## src/design/char_lcd_4bit_bus_sequencer_defines.svh

```systemverilog
// Assertion macros used by the sequencer core, clcd_core
`ifndef CHAR_LCD_4BIT_BUS_SEQUENCER_DEFINES_SVH
`define CHAR_LCD_4BIT_BUS_SEQUENCER_DEFINES_SVH

`ifndef SYNTHESIS
// property must hold at every clock edge out of reset
`define CLCD_ASSERT(label, clk, rst_n, prop) \
	label: assert property (@(posedge clk) disable iff (!rst_n) prop) \
	else $error("clcd assertion failed");
// condition must never be seen at a clock edge out of reset
`define CLCD_NEVER(label, clk, rst_n, cond) \
	label: assert property (@(posedge clk) disable iff (!rst_n) !(cond)) \
	else $error("clcd forbidden condition seen");
`else
`define CLCD_ASSERT(label, clk, rst_n, prop)
`define CLCD_NEVER(label, clk, rst_n, cond)
`endif

`endif

```

## src/design/clcd_pkg.sv

```systemverilog
package clcd_pkg;

	// request codes
	typedef enum logic [1:0] {
		OP_TICK   = 2'd0,
		OP_WRITE  = 2'd1,
		OP_INIT   = 2'd2,
		OP_DEINIT = 2'd3
	} opcode_t;

	// status codes
	localparam logic [1:0] ST_OK       = 2'd0;
	localparam logic [1:0] ST_NOT_INIT = 2'd1;
	localparam logic [1:0] ST_BUSY     = 2'd2;

	// configuration register indexes
	localparam logic [2:0] REG_POWER_ON   = 3'd0;
	localparam logic [2:0] REG_INIT_WAIT1 = 3'd1;
	localparam logic [2:0] REG_INIT_WAIT2 = 3'd2;
	localparam logic [2:0] REG_INIT_WAIT3 = 3'd3;
	localparam logic [2:0] REG_PULSE      = 3'd4;
	localparam logic [2:0] REG_WR_CYCLE   = 3'd5;

	localparam int CFG_DATA_W = 20;
	localparam int WAIT_W     = 20;

	// sequence phases
	localparam logic [4:0] PH_IDLE      = 5'd0;
	localparam logic [4:0] PH_POWER     = 5'd1;
	localparam logic [4:0] PH_I1_PULSE  = 5'd2;
	localparam logic [4:0] PH_I1_LOW    = 5'd3;
	localparam logic [4:0] PH_I1_WAIT   = 5'd4;
	localparam logic [4:0] PH_I2_PULSE  = 5'd5;
	localparam logic [4:0] PH_I2_LOW    = 5'd6;
	localparam logic [4:0] PH_I2_WAIT   = 5'd7;
	localparam logic [4:0] PH_I3_PULSE  = 5'd8;
	localparam logic [4:0] PH_I3_LOW    = 5'd9;
	localparam logic [4:0] PH_I3_WAIT   = 5'd10;
	localparam logic [4:0] PH_I4_PULSE  = 5'd11;
	localparam logic [4:0] PH_INIT_LAST = 5'd12;
	localparam logic [4:0] PH_W_HI      = 5'd13;
	localparam logic [4:0] PH_W_HI_LOW  = 5'd14;
	localparam logic [4:0] PH_W_LO      = 5'd15;
	localparam logic [4:0] PH_W_LO_LOW  = 5'd16;
	localparam logic [4:0] PH_W_LAST    = 5'd17;

	// init nibbles
	localparam logic [3:0] NIB_INIT_8BIT = 4'h3;
	localparam logic [3:0] NIB_INIT_4BIT = 4'h2;
	localparam logic [3:0] NIB_ZERO      = 4'h0;

	typedef struct packed {
		logic [1:0] opcode;
		logic       is_data;
		logic [7:0] data_byte;
	} in_item_t;

	typedef struct packed {
		logic       rs_level;
		logic       enable_level;
		logic [3:0] bus_nibble;
		logic       busy_res;
		logic       is_initialized;
		logic [1:0] status;
		logic       done_res;
	} out_item_t;

	typedef struct packed {
		logic [19:0] power_on_ticks;
		logic [15:0] init_wait1_ticks;
		logic [15:0] init_wait2_ticks;
		logic [15:0] init_wait3_ticks;
		logic [7:0]  pulse_ticks;
		logic [15:0] write_cycle_ticks;
	} cfg_t;

endpackage

```

## src/design/char_lcd_4bit_bus_sequencer.sv

```systemverilog
// Channel   Direction  Payload      Handshake
// in        input      in_item_t    in_valid / in_stall
// out       output     out_item_t   out_valid / out_stall
// cfg       input      cfg_data     cfg_we / cfg_index (write only)
//
// An item is registered on acceptance, and its result is registered once the
// result register is free. Throughput: one item per cycle while the result is
// not stalled; the state update is a single pass of the phase/count logic in
// clcd_core between the input and result registers.
// Reset clears the state and both valid flags and loads the timing defaults.
// A stalled result holds the item behind it; in_stall rises only then.
module char_lcd_4bit_bus_sequencer
	import clcd_pkg::*;
(
	input  logic                  clk,
	input  logic                  arst_n,
	input  logic                  in_valid,
	output logic                  in_stall,
	input  in_item_t              in_item,
	output logic                  out_valid,
	input  logic                  out_stall,
	output out_item_t             out_item,
	input  logic                  cfg_we,
	input  logic [2:0]            cfg_index,
	input  logic [CFG_DATA_W-1:0] cfg_data
);

	logic      valid_s1;
	in_item_t  item_s1;
	logic      out_valid_q;
	out_item_t out_item_q;
	out_item_t result;
	cfg_t      cfg;
	logic      step_en;
	logic      in_take;
	logic      out_free;

	assign out_free = !out_valid_q || !out_stall;
	assign step_en  = valid_s1 && out_free;
	assign in_stall = valid_s1 && !out_free;
	assign in_take  = in_valid && !in_stall;

	clcd_cfg u_cfg (
		.clk       (clk),
		.arst_n    (arst_n),
		.cfg_we    (cfg_we),
		.cfg_index (cfg_index),
		.cfg_data  (cfg_data),
		.cfg       (cfg)
	);

	clcd_core u_core (
		.clk     (clk),
		.arst_n  (arst_n),
		.step_en (step_en),
		.item    (item_s1),
		.cfg     (cfg),
		.result  (result)
	);

	// input register
	always_ff @(posedge clk or negedge arst_n) begin
		if (!arst_n) begin
			valid_s1 <= 1'b0;
		end else if (in_take) begin
			valid_s1 <= 1'b1;
		end else if (step_en) begin
			valid_s1 <= 1'b0;
		end
	end

	always_ff @(posedge clk) begin
		if (in_take)
			item_s1 <= in_item;
	end

	// result register
	always_ff @(posedge clk or negedge arst_n) begin
		if (!arst_n) begin
			out_valid_q <= 1'b0;
		end else if (step_en) begin
			out_valid_q <= 1'b1;
		end else if (!out_stall) begin
			out_valid_q <= 1'b0;
		end
	end

	always_ff @(posedge clk) begin
		if (step_en)
			out_item_q <= result;
	end

	assign out_valid = out_valid_q;
	assign out_item  = out_item_q;

endmodule

```

## src/design/clcd_cfg.sv

```systemverilog
module clcd_cfg
	import clcd_pkg::*;
(
	input  logic                  clk,
	input  logic                  arst_n,
	input  logic                  cfg_we,
	input  logic [2:0]            cfg_index,
	input  logic [CFG_DATA_W-1:0] cfg_data,
	output cfg_t                  cfg
);

	cfg_t cfg_q;

	// timing registers, reset to the power-up defaults
	always_ff @(posedge clk or negedge arst_n) begin
		if (!arst_n) begin
			cfg_q.power_on_ticks    <= 20'd50000;
			cfg_q.init_wait1_ticks  <= 16'd4500;
			cfg_q.init_wait2_ticks  <= 16'd150;
			cfg_q.init_wait3_ticks  <= 16'd150;
			cfg_q.pulse_ticks       <= 8'd1;
			cfg_q.write_cycle_ticks <= 16'd50;
		end else if (cfg_we) begin
			unique case (cfg_index)
				REG_POWER_ON:   cfg_q.power_on_ticks    <= cfg_data[19:0];
				REG_INIT_WAIT1: cfg_q.init_wait1_ticks  <= cfg_data[15:0];
				REG_INIT_WAIT2: cfg_q.init_wait2_ticks  <= cfg_data[15:0];
				REG_INIT_WAIT3: cfg_q.init_wait3_ticks  <= cfg_data[15:0];
				REG_PULSE:      cfg_q.pulse_ticks       <= cfg_data[7:0];
				REG_WR_CYCLE:   cfg_q.write_cycle_ticks <= cfg_data[15:0];
				default: ;
			endcase
		end
	end

	assign cfg = cfg_q;

endmodule

```

## src/design/clcd_core.sv

```systemverilog
`include "char_lcd_4bit_bus_sequencer_defines.svh"

module clcd_core
	import clcd_pkg::*;
(
	input  logic      clk,
	input  logic      arst_n,
	input  logic      step_en,
	input  in_item_t  item,
	input  cfg_t      cfg,
	output out_item_t result
);

	logic [4:0]        phase_q;
	logic [WAIT_W-1:0] wait_q;
	logic [7:0]        held_q;
	logic              rs_q;
	logic              en_q;
	logic [3:0]        nib_q;
	logic              init_q;

	logic [4:0]        phase_d;
	logic [WAIT_W-1:0] wait_d;
	logic [7:0]        held_d;
	logic              rs_d;
	logic              en_d;
	logic [3:0]        nib_d;
	logic              init_d;
	logic [1:0]        status_d;
	logic              done_d;
	logic              do_enter;
	logic [4:0]        target;

	// one tick: pick the phase to enter (if any), then apply its entry actions
	always_comb begin
		phase_d  = phase_q;
		wait_d   = wait_q;
		held_d   = held_q;
		rs_d     = rs_q;
		en_d     = en_q;
		nib_d    = nib_q;
		init_d   = init_q;
		status_d = ST_OK;
		done_d   = 1'b0;
		do_enter = 1'b0;
		target   = PH_IDLE;

		if (phase_q != PH_IDLE) begin
			if (item.opcode != OP_TICK)
				status_d = ST_BUSY;
			if (wait_q != '0) begin
				wait_d = wait_q - 1'b1;
			end else if (phase_q == PH_INIT_LAST) begin
				phase_d = PH_IDLE;
				init_d  = 1'b1;
				done_d  = 1'b1;
			end else if (phase_q >= PH_W_LAST) begin
				phase_d = PH_IDLE;
				done_d  = 1'b1;
			end else begin
				do_enter = 1'b1;
				target   = phase_q + 5'd1;
			end
		end else begin
			case (item.opcode)
				OP_WRITE: begin
					if (!init_q) begin
						status_d = ST_NOT_INIT;
					end else begin
						rs_d     = item.is_data;
						held_d   = item.data_byte;
						do_enter = 1'b1;
						target   = PH_W_HI;
					end
				end
				OP_INIT: begin
					if (!init_q) begin
						do_enter = 1'b1;
						target   = PH_POWER;
					end
				end
				OP_DEINIT: begin
					if (init_q) begin
						rs_d   = 1'b0;
						en_d   = 1'b0;
						nib_d  = NIB_ZERO;
						init_d = 1'b0;
					end
				end
				default: ;
			endcase
		end

		// phase entry actions
		if (do_enter) begin
			phase_d = target;
			wait_d  = '0;
			unique case (target) inside
				PH_POWER: begin
					rs_d   = 1'b0;
					en_d   = 1'b0;
					nib_d  = NIB_ZERO;
					wait_d = cfg.power_on_ticks;
				end
				PH_I1_PULSE, PH_I2_PULSE, PH_I3_PULSE: begin
					rs_d   = 1'b0;
					nib_d  = NIB_INIT_8BIT;
					en_d   = 1'b1;
					wait_d = WAIT_W'(cfg.pulse_ticks);
				end
				PH_I4_PULSE: begin
					rs_d   = 1'b0;
					nib_d  = NIB_INIT_4BIT;
					en_d   = 1'b1;
					wait_d = WAIT_W'(cfg.pulse_ticks);
				end
				PH_I1_LOW, PH_I2_LOW, PH_I3_LOW, PH_INIT_LAST,
				PH_W_HI_LOW, PH_W_LO_LOW: begin
					en_d   = 1'b0;
					wait_d = WAIT_W'(cfg.pulse_ticks);
				end
				PH_I1_WAIT: wait_d = WAIT_W'(cfg.init_wait1_ticks);
				PH_I2_WAIT: wait_d = WAIT_W'(cfg.init_wait2_ticks);
				PH_I3_WAIT: wait_d = WAIT_W'(cfg.init_wait3_ticks);
				PH_W_HI: begin
					nib_d  = held_d[7:4];
					en_d   = 1'b1;
					wait_d = WAIT_W'(cfg.pulse_ticks);
				end
				PH_W_LO: begin
					nib_d  = held_d[3:0];
					en_d   = 1'b1;
					wait_d = WAIT_W'(cfg.pulse_ticks);
				end
				PH_W_LAST: wait_d = WAIT_W'(cfg.write_cycle_ticks);
				default: phase_d = PH_IDLE;
			endcase
		end
	end

	// sequencer state
	always_ff @(posedge clk or negedge arst_n) begin
		if (!arst_n) begin
			phase_q <= PH_IDLE;
			wait_q  <= '0;
			held_q  <= '0;
			rs_q    <= 1'b0;
			en_q    <= 1'b0;
			nib_q   <= NIB_ZERO;
			init_q  <= 1'b0;
		end else if (step_en) begin
			phase_q <= phase_d;
			wait_q  <= wait_d;
			held_q  <= held_d;
			rs_q    <= rs_d;
			en_q    <= en_d;
			nib_q   <= nib_d;
			init_q  <= init_d;
		end
	end

	// pin and status view after this tick's update
	assign result.rs_level       = rs_d;
	assign result.enable_level   = en_d;
	assign result.bus_nibble     = nib_d;
	assign result.busy_res       = (phase_d != PH_IDLE);
	assign result.is_initialized = init_d;
	assign result.status         = status_d;
	assign result.done_res       = done_d;

	`CLCD_ASSERT(a_done_goes_idle, clk, arst_n, (step_en && done_d) |=> (phase_q == PH_IDLE))
	`CLCD_ASSERT(a_init_only_by_seq, clk, arst_n, $rose(init_q) |-> $past(phase_q == PH_INIT_LAST))
	`CLCD_NEVER(a_enable_when_idle, clk, arst_n, en_q && (phase_q == PH_IDLE))
	`CLCD_NEVER(a_idle_count_clear, clk, arst_n, (phase_q == PH_IDLE) && (wait_q != '0))

endmodule

```

## config.mk

```make
export PLATFORM = sky130hd
export DESIGN_NAME = char_lcd_4bit_bus_sequencer
export DESIGN_NICKNAME = d
export VERILOG_FILES = /design/src/design/clcd_pkg.sv /design/src/design/char_lcd_4bit_bus_sequencer.sv /design/src/design/clcd_cfg.sv /design/src/design/clcd_core.sv
export VERILOG_INCLUDE_DIRS = /design/src /design/src/design
export SDC_FILE = /design/constraint.sdc
export NUM_CORES = 1
export LEC_CHECK = 0
export BUFFER_PORTS_ARGS = -buffer_cell sky130_fd_sc_hd__clkbuf_2
export CAP_MARGIN = 0
export CORE_ASPECT_RATIO = 0.5
export CORE_MARGIN = 1
export CORE_UTILIZATION = 45
export DETAILED_ROUTE_END_ITERATION = 8
export GPL_ROUTABILITY_DRIVEN = 0
export MAX_ROUTING_LAYER = met4
export SYNTH_ARGS = -nofsm -noshare
export SYNTH_HDL_FRONTEND = slang
export SYNTH_SLANG_ARGS = --single-unit
```

## constraint.sdc

```tcl
create_clock -name clk -period 2.7 [get_ports clk]
set_clock_uncertainty 0.1 [all_clocks]
set_input_delay 0.135 -clock clk [delete_from_list [all_inputs] [get_ports clk]]
set_output_delay 0.135 -clock clk [all_outputs]
set_load 0.05 [all_outputs]
```

==> impl_metrics.csv <==
group,metric,value,unit
critical_path,path_buf_inv,1,
pwr,irDropWorstVdd,456,uV
pwr,power_frac_seq,40.6,%
critical_path,crit_path_cell_trace,"inv_1, ha_1, nor2b_1, and3_1, nand2_1, nor2_4, nand2_1, nor3_4, or4_4, o31a_1, a221o_1",
detailed_routing,vias_per_cell,5.49,
global_route,top_usage_layer,"met2",
critical_path,cp_top_family,"simple AND/OR/NAND/NOR gates",
layout,multi_input_area,3710,sq um
sta,slew_viol_final,0,
pwr,p_int,5570,uW
global_route,grt_util_met2,40.0,%
clocking,htreeDepth,4,
floorplanning,die_x,186,um
placed_design,hpwl,13500,um
sta,post-route-min-period,3.01,ns
detailed_routing,via_count,6213,
global_route,use_met3,4.11,%
pwr,power.density,759,nW/um^2
floorplanning,die_area,17400,sq um
yosys,syn-num-nets,707,
yosys,synth_top_cell_area_share,36.6,%
yosys,yosysUniqueCellTypes,65,
floorplanning,coreArea,16400,sq um
yosys,synth_top_cells_by_area,"dfrtp_1, mux2_2, edfxtp_1",
clocking,cts_tree,"built",
global_route,grt_usage,25.2,%
sta,hold_viol_final,0,
critical_path,worstSetupStartpointType,"flop",
yosys,ys_ff_latch,156,
global_route,grt_first_pass_wirelength,32300,um
layout,fillCellCount,1337,
layout,register_area,4040,sq um
clocking,insertion_delay,0.43,ns
pwr,p_sw,2440,uW
clocking,cts_sinks,156,
clocking,numCtsBuffers,17,
pwr,switching_share,30.5,%
sta,fmax,0.332,GHz
critical_path,cp_max_fo,5,
sta,rsz0062_at_grt,"true",
detailed_routing,firstDrtPassIters,5,
layout,diodes,0,
clocking,clk_pin_slew,0.07,ns
critical_path,crit_path_end_kind,"flop",
floorplanning,io_pins,52,
yosys,synth_warnings,0,
clocking,clockBufferDepth,2,
yosys,synth_commonest_cells,"dfrtp_1, mux2_2, nand2_1",
placed_design,port_buffers,51,
floorplanning,num_rows,33,
placed_design,postPlaceCellArea,9200,sq um
global_route,grtUsageMet1,33.8,%
sta,worstMarginPinSlew,0.778,ns
detailed_routing,wl_per_cell,18.4,um
layout,stdcell_area,10600,sq um
pwr,power.leakage,0.00449,uW
layout,drive_gt1_share,47.0,%
yosys,synth_largest_area_cell,"dfrtp_1",
critical_path,required,2.91,ns
layout,area_delta_synth_final,39.0,%
critical_path,crit_top_cell,"nand2_1",
pwr,clkPwrFrac,30.7,%
global_route,grt_max_degree,78,
floorplanning,die_h,93.9,um
yosys,synth_edf_count,22,
flow_run,maxCapViolCount,0,
floorplanning,start_util,46.2,%
placed_design,pre_cts_slack,-0.283,ns
yosys,synthesis.area,7590,sq um
sta,fin_ws,-0.312,ns
critical_path,cp_slowest_cell,"or4_4",
detailed_routing,drc,0,
clocking,cts-root-buf,"clkbuf_16",
yosys,ys.flop_type,"dfrtp_1",
global_route,antenna_found_initial,0,
status,status,"finished with violations",
detailed_routing,ant_nets,0,
global_route,grt_pass1_vias,6161,
critical_path,crit_arrival,3.22,ns
yosys,yosysMostFrequentCell,"dfrtp_1",
critical_path,worstSetupPathType,"flop to flop",
hold_path,min_path_type,"input pin to async pin",
layout,nets,936,
critical_path,max_stage_delay,0.55,ns
sta,finalCritPeriodShare,112,%
yosys,syn_area_per_cell,11.5,sq um
detailed_routing,routed_wl,20800,um
pwr,comb_power_share,28.7,%
sta,finalSetupViolCount,38,
detailed_routing,first_iter_violations,374,
yosys,syn_inst,663,
status,violations,"setup timing",
global_route,grt_overflow,0,
yosys,async_flop_share,85.9,%
yosys,yosysSeqAreaShare,53.2,%
sta,max_slew_margin,48.1,%
-- registers in the layout, indices dropped and copies added (netlist names) --
register        count
u_core.rs_q         1
u_core.wait_q      20
u_core.phase_q      5
out_valid           1
valid_s1            1
u_cfg.cfg          92
u_core.nib_q        4
u_core.held_q       8
u_core.en_q         1
out_item           11
u_core.init_q       1
item_s1            11
-- cell type report --
class / instances / share of cell area [%]
flip-flops and latches: 156 / 38.3
well taps: 227 / 2.69
clock buffers: 22 / 4.49
multi-input cells: 471 / 35.2
clock inverters: 10 / 1.19
inverters: 8 / 0.308
repair buffers: 238 / 17.8
-- cells in the final DEF (no fill, tap or decap), types with 5 or more instances in the layout --
cell,n
nand2_1,81
buf_6,7
inv_1,6
xnor2_1,7
o21ai_1,5
buf_12,6
buf_4,137
dlygate4sd3_1,35
nor2_1,39
dfstp_2,23
a221oi_1,10
nor3_1,6
nand3_2,6
mux2_2,103
clkbuf_16,18
a221o_1,10
nor3_2,5
nor2b_1,5
a21oi_1,27
nand3_1,9
o21ai_0,20
and2_1,5
xor2_1,9
nor4_2,5
or4_4,5
clkbuf_2,50
and3_1,5
dfrtp_1,111
edfxtp_1,22
-- timing repair --
action,CTS,global route
cloned,0,1
pin swaps,6,15
resized for setup,16,33
setup endpoints to repair,38,39
setup buffers,7,11
endpoints found under the hold margin,165,0
hold buffers,35,0
-- path summary, 6_finish.rpt --
check,from,end,slack [ns],cells past startpoint
worst max-delay path,u_core.wait_q[0],u_core.phase_q[2],-0.31,11
worst max register to register,u_core.wait_q[0],u_core.phase_q[2],-0.31,11
worst min-delay path,arst_n,u_core.init_q,0.19,2
worst min register to register,item_s1[4],u_core.held_q[4],0.40,1
max in group asynchronous,arst_n,u_cfg.cfg[81],1.46,3
min in group clk,cfg_index[1],u_cfg.cfg[23],0.27,4
-- worst register-to-register path, stage by stage (launching register included) --
cell and delay (ns):
dfrtp_1 0.41, inv_1 0.08, ha_1 0.20, nor2b_1 0.14, and3_1 0.24, nand2_1 0.20, nor2_4 0.08, nand2_1 0.16
nor3_4 0.08, or4_4 0.55, o31a_1 0.36, a221o_1 0.31
-- logic make-up (layout without fill, tap and decap cells) --
group / Yosys count / after routing / synth area share [%]
xor+xnor: 16 / 16 / 1.85
flops: 156 / 156 / 53.2
fa+ha+maj: 5 / 5 / 0.824
compound gates: 130 / 130 / 12.2
simple gates: 215 / 215 / 14.5
mux: 105 / 105 / 15.6
buf+inv: 36 / 278 / 1.93
-- power groups by stage --
stage	Combinational (uW)	Clock [uW]	Sequential, uW
2_1_floorplan	1120	0	3310
3_3_place_gp	2020	0	3260
3_5_place_dp	2050	0	3280
4_1_cts	2150	2480	3240
5_1_grt	2480	2580	3320
6_report	2300	2460	3250
-- per-stage QoR --
stage               utilization [%]  cells  setup TNS [ns]  hold slack [ns]  total power (uW)
floorplan                         -    663           -1.20           -0.261              4430
global placement               56.0   1046           -5.81            0.128              5280
detailed placement             56.0   1046           -6.01            0.127              5330
CTS                            62.6   1120           -6.09            0.244              7880
global route                   64.2   1132          -12.07            0.289              8380
finish                         64.2   1132           -8.75            0.190              8010
-- per-layer routing --
metal	up-vias	routed length, um
li1	2917	-
met3	21	669
met4	0	284
met5	-	0
met2	138	9740
met1	3137	10100
No activity file was read; power rests on OpenSTA's default activity.
